[config.mk]
export PLATFORM = sky130hd
export DESIGN_NAME = command_apdu_parser_unit_flat
export DESIGN_NICKNAME = d
export VERILOG_FILES = /design/src/rtl/capdu_pkg.sv /design/src/rtl/capdu_if.sv /design/src/rtl/capdu_capture.sv /design/src/rtl/capdu_classify.sv /design/src/rtl/command_apdu_parser_unit.sv /design/src/flat_wrapper.sv
export SDC_FILE = /design/constraint.sdc
export NUM_CORES = 1
export LEC_CHECK = 0
export ABC_AREA = 1
export BUFFER_PORTS_ARGS = -buffer_cell sky130_fd_sc_hd__buf_2
export CORE_AREA = 2 2 168 170
export DETAILED_ROUTE_END_ITERATION = 6
export DIE_AREA = 0 0 170 172
export GPL_TIMING_DRIVEN = 1
export HOLD_SLACK_MARGIN = 0.02
export PLACE_DENSITY = 0.66
export SYNTH_ARGS = -nofsm -noshare
export SYNTH_HDL_FRONTEND = slang
export SYNTH_SLANG_ARGS = --single-unit
[constraint.sdc]
create_clock -name clk -period 7.55 [get_ports clk]
set_input_delay 0.755 -clock clk [delete_from_list [all_inputs] [get_ports clk]]
set_output_delay 0.755 -clock clk [all_outputs]
set_load 0.02 [all_outputs]
[src/rtl/capdu_pkg.sv]
package capdu_pkg;

  localparam int unsigned CountW = 17;
  localparam logic [CountW-1:0] CountMax = '1;

  localparam logic [2:0] NoOffset    = 3'd0;
  localparam logic [2:0] ShortOffset = 3'd5;
  localparam logic [2:0] ExtOffset   = 3'd7;

  localparam logic [16:0] ShortLeZero = 17'd256;
  localparam logic [16:0] ExtLeZero   = 17'd65536;

  typedef enum logic [2:0] {
    ERR_NONE        = 3'd0,
    ERR_SHORT_HDR   = 3'd1,
    ERR_SHORT_LEN   = 3'd2,
    ERR_SHORT_EXT   = 3'd3,
    ERR_EXT_LC_ZERO = 3'd4,
    ERR_EXT_LEN     = 3'd5
  } err_t;

  typedef enum logic [2:0] {
    CASE_1  = 3'd0,
    CASE_2S = 3'd1,
    CASE_3S = 3'd2,
    CASE_4S = 3'd3,
    CASE_2E = 3'd4,
    CASE_3E = 3'd5,
    CASE_4E = 3'd6
  } case_t;

  // Everything the classifier needs about one finished APDU.
  typedef struct packed {
    logic [CountW-1:0] size;
    logic [3:0][7:0]   hdr;
    logic [2:0][7:0]   len;
    logic [7:0]        cur;
    logic [7:0]        prev;
  } snap_t;

  typedef struct packed {
    logic        valid_res;
    err_t        error_code;
    case_t       apdu_case;
    logic        extended;
    logic [15:0] data_count;
    logic [16:0] expected_count;
    logic [7:0]  class_byte;
    logic [7:0]  instruction_byte;
    logic [7:0]  param_one;
    logic [7:0]  param_two;
    logic [2:0]  data_offset;
  } res_t;

endpackage

[src/rtl/capdu_if.sv]
interface capdu_cmd_if;
  logic       valid;
  logic       ready;
  logic [7:0] data_byte;
  logic       last;

  modport source (output valid, output data_byte, output last, input ready);
  modport sink (input valid, input data_byte, input last, output ready);
endinterface

interface capdu_rsp_if;
  logic        valid;
  logic        ready;
  logic        valid_res;
  logic [2:0]  error_code;
  logic [2:0]  apdu_case;
  logic        extended;
  logic [15:0] data_count;
  logic [16:0] expected_count;
  logic [7:0]  class_byte;
  logic [7:0]  instruction_byte;
  logic [7:0]  param_one;
  logic [7:0]  param_two;
  logic [2:0]  data_offset;

  modport source (
    output valid, output valid_res, output error_code, output apdu_case,
    output extended, output data_count, output expected_count,
    output class_byte, output instruction_byte, output param_one,
    output param_two, output data_offset, input ready
  );
  modport sink (
    input valid, input valid_res, input error_code, input apdu_case,
    input extended, input data_count, input expected_count,
    input class_byte, input instruction_byte, input param_one,
    input param_two, input data_offset, output ready
  );
endinterface

[src/rtl/capdu_capture.sv]
module capdu_capture (
  input  logic                clk,
  input  logic                rst,
  input  logic                accept,
  input  logic [7:0]          data_byte,
  input  logic                last,
  output capdu_pkg::snap_t    snap
);

  logic [capdu_pkg::CountW-1:0] byte_count;
  logic [3:0][7:0]              header_bytes;
  logic [2:0][7:0]              length_bytes;
  logic [7:0]                   previous_byte;

  // The snapshot already holds the current byte at its header or length slot.
  always_comb begin
    snap.size = (byte_count != capdu_pkg::CountMax) ?
                byte_count + 1'b1 : capdu_pkg::CountMax;
    for (int k = 0; k < 4; k++) begin
      snap.hdr[k] = (byte_count == capdu_pkg::CountW'(k)) ? data_byte : header_bytes[k];
    end
    for (int k = 0; k < 3; k++) begin
      snap.len[k] = (byte_count == capdu_pkg::CountW'(k + 4)) ? data_byte : length_bytes[k];
    end
    snap.cur  = data_byte;
    snap.prev = previous_byte;
  end

  always_ff @(posedge clk) begin
    if (rst) begin
      byte_count    <= '0;
      header_bytes  <= '0;
      length_bytes  <= '0;
      previous_byte <= '0;
    end else if (accept) begin
      if (last) begin
        byte_count    <= '0;
        header_bytes  <= '0;
        length_bytes  <= '0;
        previous_byte <= '0;
      end else begin
        byte_count    <= snap.size;
        header_bytes  <= snap.hdr;
        length_bytes  <= snap.len;
        previous_byte <= data_byte;
      end
    end
  end

endmodule

[src/rtl/capdu_classify.sv]
module capdu_classify (
  input  capdu_pkg::snap_t snap,
  output capdu_pkg::res_t  res
);

  logic [16:0]      size;
  logic [7:0]       l1;
  logic [15:0]      l2;
  logic [15:0]      l3;
  logic [16:0]      l1_ext;
  logic [16:0]      l2_ext;
  capdu_pkg::err_t  err;
  capdu_pkg::case_t cs;
  logic             ext;
  logic [15:0]      nc;
  logic [16:0]      ne;
  logic [2:0]       ofs;

  assign size   = snap.size;
  assign l1     = snap.len[0];
  assign l2     = {snap.len[1], snap.len[2]};
  assign l3     = {snap.prev, snap.cur};
  assign l1_ext = {9'd0, l1};
  assign l2_ext = {1'b0, l2};

  always_comb begin
    err = capdu_pkg::ERR_NONE;
    cs  = capdu_pkg::CASE_1;
    ext = 1'b0;
    nc  = '0;
    ne  = '0;
    ofs = capdu_pkg::NoOffset;
    if (size < 17'd4) begin
      err = capdu_pkg::ERR_SHORT_HDR;
    end else if (size == 17'd4) begin
      cs = capdu_pkg::CASE_1;
    end else if (size == 17'd5) begin
      cs = capdu_pkg::CASE_2S;
      ne = (l1 == 8'd0) ? capdu_pkg::ShortLeZero : l1_ext;
    end else if (l1 != 8'd0) begin
      if (size == l1_ext + 17'd5) begin
        cs  = capdu_pkg::CASE_3S;
        nc  = {8'd0, l1};
        ofs = capdu_pkg::ShortOffset;
      end else if (size == l1_ext + 17'd6) begin
        cs  = capdu_pkg::CASE_4S;
        nc  = {8'd0, l1};
        ofs = capdu_pkg::ShortOffset;
        ne  = (snap.cur == 8'd0) ? capdu_pkg::ShortLeZero : {9'd0, snap.cur};
      end else begin
        err = capdu_pkg::ERR_SHORT_LEN;
      end
    end else if (size < 17'd7) begin
      err = capdu_pkg::ERR_SHORT_EXT;
    end else if (size == 17'd7) begin
      cs  = capdu_pkg::CASE_2E;
      ext = 1'b1;
      ne  = (l2 == 16'd0) ? capdu_pkg::ExtLeZero : l2_ext;
    end else if (l2 == 16'd0) begin
      err = capdu_pkg::ERR_EXT_LC_ZERO;
    end else if (size == l2_ext + 17'd7) begin
      cs  = capdu_pkg::CASE_3E;
      ext = 1'b1;
      nc  = l2;
      ofs = capdu_pkg::ExtOffset;
    end else if (size == l2_ext + 17'd9) begin
      cs  = capdu_pkg::CASE_4E;
      ext = 1'b1;
      nc  = l2;
      ofs = capdu_pkg::ExtOffset;
      ne  = (l3 == 16'd0) ? capdu_pkg::ExtLeZero : {1'b0, l3};
    end else begin
      err = capdu_pkg::ERR_EXT_LEN;
    end

    // A failed parse reports only its error code.
    res = '0;
    res.error_code = err;
    if (err == capdu_pkg::ERR_NONE) begin
      res.valid_res        = 1'b1;
      res.apdu_case        = cs;
      res.extended         = ext;
      res.data_count       = nc;
      res.expected_count   = ne;
      res.class_byte       = snap.hdr[0];
      res.instruction_byte = snap.hdr[1];
      res.param_one        = snap.hdr[2];
      res.param_two        = snap.hdr[3];
      res.data_offset      = ofs;
    end
  end

endmodule

[src/rtl/command_apdu_parser_unit.sv]
// Command APDU parser.
// The cmd channel takes one byte of a command APDU per transfer, with last
// set on the final byte. The rsp channel gives one result per APDU: validity,
// error code, case, extended flag, Nc, Ne, the four header bytes and the data
// offset. Bytes without last produce nothing on rsp.
// A byte is taken in every cycle unless cmd stalls as described below; the
// byte counter and the captured header and length bytes are updated as each
// transfer completes. The final byte's snapshot is registered, classified
// by one level of compare logic and registered again as its result.
// A full result can wait on rsp while new bytes keep flowing in; cmd only
// stalls when both the snapshot register and the result register are full
// and rsp is not ready.
// Reset (rst, synchronous) clears the byte counter, the captured bytes and
// both valid flags, so the next byte is taken as the first of a new APDU.
module command_apdu_parser_unit (
  input logic          clk,
  input logic          rst,
  capdu_cmd_if.sink    cmd,
  capdu_rsp_if.source  rsp
);

  capdu_pkg::snap_t snap;
  capdu_pkg::snap_t snap_q;
  logic             snap_valid;
  capdu_pkg::res_t  res;
  capdu_pkg::res_t  res_q;
  logic             out_valid;
  logic             out_free;
  logic             accept;

  assign out_free  = !out_valid || rsp.ready;
  assign cmd.ready = !snap_valid || out_free;
  assign accept    = cmd.valid && cmd.ready;

  capdu_capture u_capture (
    .clk       (clk),
    .rst       (rst),
    .accept    (accept),
    .data_byte (cmd.data_byte),
    .last      (cmd.last),
    .snap      (snap)
  );

  always_ff @(posedge clk) begin
    if (rst) begin
      snap_valid <= 1'b0;
    end else if (accept && cmd.last) begin
      snap_valid <= 1'b1;
    end else if (out_free) begin
      snap_valid <= 1'b0;
    end
  end

  always_ff @(posedge clk) begin
    if (accept && cmd.last) begin
      snap_q <= snap;
    end
  end

  capdu_classify u_classify (
    .snap (snap_q),
    .res  (res)
  );

  always_ff @(posedge clk) begin
    if (rst) begin
      out_valid <= 1'b0;
    end else if (out_free) begin
      out_valid <= snap_valid;
    end
  end

  always_ff @(posedge clk) begin
    if (out_free && snap_valid) begin
      res_q <= res;
    end
  end

  assign rsp.valid            = out_valid;
  assign rsp.valid_res        = res_q.valid_res;
  assign rsp.error_code       = res_q.error_code;
  assign rsp.apdu_case        = res_q.apdu_case;
  assign rsp.extended         = res_q.extended;
  assign rsp.data_count       = res_q.data_count;
  assign rsp.expected_count   = res_q.expected_count;
  assign rsp.class_byte       = res_q.class_byte;
  assign rsp.instruction_byte = res_q.instruction_byte;
  assign rsp.param_one        = res_q.param_one;
  assign rsp.param_two        = res_q.param_two;
  assign rsp.data_offset      = res_q.data_offset;

endmodule

[src/flat_wrapper.sv]
// flat-port wrapper written by rule: the top's interface ports become plain ports
module command_apdu_parser_unit_flat 
  (clk, rst, cmd_valid, cmd_data_byte, cmd_last, cmd_ready, rsp_valid, rsp_valid_res, rsp_error_code, rsp_apdu_case, rsp_extended, rsp_data_count, rsp_expected_count, rsp_class_byte, rsp_instruction_byte, rsp_param_one, rsp_param_two, rsp_data_offset, rsp_ready);
  capdu_cmd_if cmd_i ();
  capdu_rsp_if rsp_i ();
  input logic clk;
  input logic rst;
  input wire logic [$bits(cmd_i.valid)-1:0] cmd_valid;
  input wire logic [$bits(cmd_i.data_byte)-1:0] cmd_data_byte;
  input wire logic [$bits(cmd_i.last)-1:0] cmd_last;
  output wire logic [$bits(cmd_i.ready)-1:0] cmd_ready;
  output wire logic [$bits(rsp_i.valid)-1:0] rsp_valid;
  output wire logic [$bits(rsp_i.valid_res)-1:0] rsp_valid_res;
  output wire logic [$bits(rsp_i.error_code)-1:0] rsp_error_code;
  output wire logic [$bits(rsp_i.apdu_case)-1:0] rsp_apdu_case;
  output wire logic [$bits(rsp_i.extended)-1:0] rsp_extended;
  output wire logic [$bits(rsp_i.data_count)-1:0] rsp_data_count;
  output wire logic [$bits(rsp_i.expected_count)-1:0] rsp_expected_count;
  output wire logic [$bits(rsp_i.class_byte)-1:0] rsp_class_byte;
  output wire logic [$bits(rsp_i.instruction_byte)-1:0] rsp_instruction_byte;
  output wire logic [$bits(rsp_i.param_one)-1:0] rsp_param_one;
  output wire logic [$bits(rsp_i.param_two)-1:0] rsp_param_two;
  output wire logic [$bits(rsp_i.data_offset)-1:0] rsp_data_offset;
  input wire logic [$bits(rsp_i.ready)-1:0] rsp_ready;
  assign cmd_i.valid = cmd_valid;
  assign cmd_i.data_byte = cmd_data_byte;
  assign cmd_i.last = cmd_last;
  assign cmd_ready = cmd_i.ready;
  assign rsp_valid = rsp_i.valid;
  assign rsp_valid_res = rsp_i.valid_res;
  assign rsp_error_code = rsp_i.error_code;
  assign rsp_apdu_case = rsp_i.apdu_case;
  assign rsp_extended = rsp_i.extended;
  assign rsp_data_count = rsp_i.data_count;
  assign rsp_expected_count = rsp_i.expected_count;
  assign rsp_class_byte = rsp_i.class_byte;
  assign rsp_instruction_byte = rsp_i.instruction_byte;
  assign rsp_param_one = rsp_i.param_one;
  assign rsp_param_two = rsp_i.param_two;
  assign rsp_data_offset = rsp_i.data_offset;
  assign rsp_i.ready = rsp_ready;
  command_apdu_parser_unit u_core (.clk(clk), .rst(rst), .cmd(cmd_i), .rsp(rsp_i));
endmodule
==> results.py <==
metrics = {
    "outcome": {
        "run_status": "finished, final reports clean",
    },
    "synth": {
        "synthesis.nets": 1434,
        "synth_top_flop_cell": "sky130_fd_sc_hd__edfxtp_1",
        "number_of_different_library_cells_in_the_post_synthesis_netlist": 45,
        "postSynthAreaPerCell_um2": 8.49,
        "synth_largest_area_cell": "sky130_fd_sc_hd__edfxtp_1",
        "mapped_cells": 1410,
        "postSynth.asyncResetShare_pct": 0,
        "synth.top_cell.area_share_pct": 41.1,
        "yosys_register_bits": 247,
        "synth_area_mm2": 0.0120,
        "ys_seq_area_share_pct": 55.0,
        "ys_warn_count": 0,
        "synth-edff-count": 164,
        "post_synth_main_area_contributors": "sky130_fd_sc_hd__edfxtp_1, sky130_fd_sc_hd__dfxtp_1, sky130_fd_sc_hd__nand2_1, sky130_fd_sc_hd__inv_1, sky130_fd_sc_hd__a21oi_1",
    },
    "detailed_routing": {
        "route.antenna.remaining_nets": 0,
        "drt_iter0_markers": 858,
        "drtPass1Iterations": 5,
        "dr_total_vias": 9575,
        "detail_route.wl_per_cell_um": 16.2,
        "route.final.wire_length_mm": 30.0,
        "routed_via_density": 5.16,
        "drc_errors": 0,
    },
    "floorplan": {
        "core.rowCount": 61,
        "initial_utilization_pct": 43.6,
        "width_of_the_die_um": 170,
        "core_mm2": 0.0275,
        "die_area_mm2": 0.0292,
        "design.portCount": 91,
        "dieHeight_um": 172,
    },
    "clock_tree": {
        "post_cts_buffers": 0,
        "htreeDepth": 1,
        "numCtsBuffers": 26,
        "cts.clk_slew.worst_paths_ns": 0.06,
        "insertion_delay_ns": 0.54,
        "clk_root_buffer_cell": "sky130_fd_sc_hd__clkbuf_16",
        "clock-sinks": 247,
        "number_of_hold_buffers_added_after_cts": 0,
        "cts_resized": 0,
        "cts_tree": "built",
        "max-clock-path-buffers": 3,
    },
    "global_routing": {
        "antenna_found_initial": 0,
        "grt_first_pass_wirelength_mm": 47.3,
        "grt_start_max_net_pins": 84,
        "global_route.usage.total_pct": 20.5,
        "globalRouteOverflowTotal": 0,
        "number_of_global_route_vias_before_repair": 8717,
    },
    "timing": {
        "finalSetupViolations": 0,
        "slew_viol_final": 0,
        "layout_min_cycle_time_ns": 3.53,
        "unrepaired_setup_endpoints_after_global_routing": "no",
        "clock.fmax_ghz": 0.283,
        "period_utilization_pct": 46.8,
        "setup_total_negative_slack_ns": 0,
        "hold_viol": 0,
        "timing.hold.ws_ns": 0.432,
        "final_skew_ns": 0.0200,
        "worst_slew_margin_rel_pct": 23.4,
        "max_slew.worst_pin.slew_ns": 1.14,
    },
    "final_layout": {
        "post_route_cells_drive_above_1_share_pct": 12.9,
        "area.sequential_mm2": 0.00659,
        "diodes": 0,
        "area.growth.synth_to_final_pct": 13.5,
        "number_of_nets_in_the_layout": 1513,
        "multi_input_area_mm2": 0.00448,
        "filler_cell_count": 2636,
    },
    "setup_path": {
        "worst_path_largest_cell_delay_ns": 0.97,
        "critical_path.most_common_cell": "sky130_fd_sc_hd__inv_1",
        "cp_cell_sequence": "inv_1, ha_1, nand3_1, nor4_1, nor2_1, nand2_1, inv_1, nand2_1, inv_1, a21oi_1, nor2_1",
        "timing.critical_path.max_delay_family": "simple AND/OR/NAND/NOR gates",
        "number_of_buffer_and_inverter_stages_on_the_critical_path": 3,
        "critical_path_arrival_ns": 3.81,
        "startpoint": "u_core.snap_q[32]",
        "crit_path_max_fanout": 17,
        "critical_path_required_ns": 7.83,
        "timing.critical_path.to_type": "flip-flop",
        "cp-start-kind": "flip-flop",
        "critical_register_to_register_path_startpoint": "u_core.snap_q[32]",
        "timing_worst_setup_path_type": "flip-flop to flip-flop",
        "critPathSlowestCell": "sky130_fd_sc_hd__nor4_1",
    },
    "min_path": {
        "timing.hold.worst.class": "flip-flop to flip-flop",
        "hold_path.startpoint": "u_core.u_capture.previous_byte[3]",
    },
    "power": {
        "power_leakage_nw": 5.54,
        "peakVddDrop_mv": 0.158,
        "powerDensity_mw_per_mm2": 215,
    },
    "run": {
        "drv_cap": 0,
    },
    "placed_design": {
        "gp_congestion": 0.949,
        "portBuffers": 90,
        "dp_hpwl_mm": 20.8,
    },
}
==> worst reg2reg max path, cell delays in order (launching register included) <==
cell,delay [ns]
sky130_fd_sc_hd__edfxtp_1,0.43
sky130_fd_sc_hd__inv_1,0.21
sky130_fd_sc_hd__ha_1,0.22
sky130_fd_sc_hd__nand3_1,0.10
sky130_fd_sc_hd__nor4_1,0.97
sky130_fd_sc_hd__nor2_1,0.28
sky130_fd_sc_hd__nand2_1,0.25
sky130_fd_sc_hd__inv_1,0.06
sky130_fd_sc_hd__nand2_1,0.42
sky130_fd_sc_hd__inv_1,0.13
sky130_fd_sc_hd__a21oi_1,0.15
sky130_fd_sc_hd__nor2_1,0.07
==> synthesized netlist by cell type, types with 3 or more instances <==
library cell / count
sky130_fd_sc_hd__dfxtp_1: 83
sky130_fd_sc_hd__edfxtp_1: 164
sky130_fd_sc_hd__or2_2: 3
sky130_fd_sc_hd__inv_2: 3
sky130_fd_sc_hd__inv_1: 190
sky130_fd_sc_hd__nand3_1: 69
sky130_fd_sc_hd__ha_1: 11
sky130_fd_sc_hd__clkbuf_1: 33
sky130_fd_sc_hd__buf_6: 3
sky130_fd_sc_hd__buf_2: 5
sky130_fd_sc_hd__o21ai_0: 51
sky130_fd_sc_hd__xnor2_1: 12
sky130_fd_sc_hd__nand2_2: 8
sky130_fd_sc_hd__a31oi_1: 3
sky130_fd_sc_hd__nand4_1: 19
sky130_fd_sc_hd__nor2_1: 154
sky130_fd_sc_hd__nor2_2: 19
sky130_fd_sc_hd__nand2_1: 372
sky130_fd_sc_hd__o22ai_1: 4
sky130_fd_sc_hd__nor4_1: 7
sky130_fd_sc_hd__nand2_4: 3
sky130_fd_sc_hd__nor3_1: 9
sky130_fd_sc_hd__xor2_1: 27
sky130_fd_sc_hd__nor2_4: 4
sky130_fd_sc_hd__a21oi_1: 125
==> per-stage QoR <==
step / power, mW / cell area (um^2) / instances / utilization (%) / setup WS, ns
2_1_floorplan: 1.64 / 12000 / 1410 / - / 1.95
3_3_place_gp: 1.70 / 12700 / 1807 / 46.3 / 4.01
3_5_place_dp: 1.70 / 12700 / 1807 / 46.3 / 4.10
4_1_cts: 2.95 / 13600 / 1855 / 49.5 / 4.07
5_1_grt: 3.02 / 13600 / 1855 / 49.5 / 3.76
6_report: 2.92 / 13600 / 1855 / 49.5 / 4.02
==> flip-flops by register name (all words and copies together), names as in the netlist <==
register and cells:
u_core.rsp.apdu_case 3, u_core.rsp.class_byte 8, u_core.rsp.data_count 16, u_core.rsp.data_offset 2, u_core.rsp.error_code 3, u_core.rsp.expected_count 17, u_core.rsp.extended 1, u_core.rsp.instruction_byte 8
u_core.rsp.param_one 8, u_core.rsp.param_two 8, u_core.rsp.valid 1, u_core.rsp.valid_res 1, u_core.snap_q 89, u_core.snap_valid 1, u_core.u_capture.byte_count 17, u_core.u_capture.header_bytes 32
u_core.u_capture.length_bytes 24, u_core.u_capture.previous_byte 8
==> final cells by class <==
cell class | count | area share [%]
clock buffers | 37 | 5.70
clock inverters | 11 | 0.681
inverters | 193 | 5.33
multi-input cells | 925 | 33.0
flip-flops and latches | 247 | 48.5
well taps | 346 | 3.19
repair buffers | 96 | 3.65
==> power by group <==
group          internal [mW]  switching (mW)  leakage, nW  total [mW]
combinational         0.0428           0.127         2.92       0.169
sequential              1.47          0.0261         2.20        1.50
clock                  0.723           0.525        0.424        1.25
total                   2.24           0.678         5.54        2.92
==> final timing paths <==
kind / end / slack (ns) / cells past startpoint
setup / recovery: u_core.rsp.data_offset[0] / 4.02 / 11
hold / removal: u_core.snap_q[3] / 0.43 / 0
hold reg to reg: u_core.snap_q[3] / 0.43 / 0
setup reg to reg: u_core.rsp.data_offset[0] / 4.02 / 11
==> cell families after synthesis <==
family,count (synthesis),share of synthesized area [%]
xor gates and xnor gates,39,2.85
adders and majority gates,11,1.15
buffers and inverters,238,7.77
DFF,247,55.0
AOI/OAI and AO/OA,195,8.47
and+or+nand+nor,680,24.7
==> cell usage in the layout, fill, tap and decap left out, drive strengths merged, types with 3 or more instances in the layout <==
| cell type | netlist | layout |
|---|---|---|
| nand2 | 383 | 383 |
| inv | 193 | 194 |
| nor2 | 177 | 177 |
| edfxtp | 164 | 164 |
| a21oi | 125 | 125 |
| buf | 12 | 96 |
| dfxtp | 83 | 83 |
| nand3 | 73 | 73 |
| o21ai | 54 | 54 |
| clkbuf | 33 | 37 |
| xor2 | 27 | 27 |
| nand4 | 22 | 22 |
| xnor2 | 12 | 12 |
| ha | 11 | 11 |
| nor3 | 10 | 10 |
| nor4 | 8 | 8 |
| clkinv | 0 | 8 |
| o22ai | 4 | 4 |
| or2 | 3 | 3 |
| a31oi | 3 | 3 |
==> layer usage <==
layer,vias to the layer above,global-route usage [%],routed length (um)
met5,-,0,0
met4,0,6.24,793
met3,45,2.59,1660
met2,310,32.6,13600
met1,4484,29.4,13900
li1,4736,-,-
(Power assumes the default switching activity.)
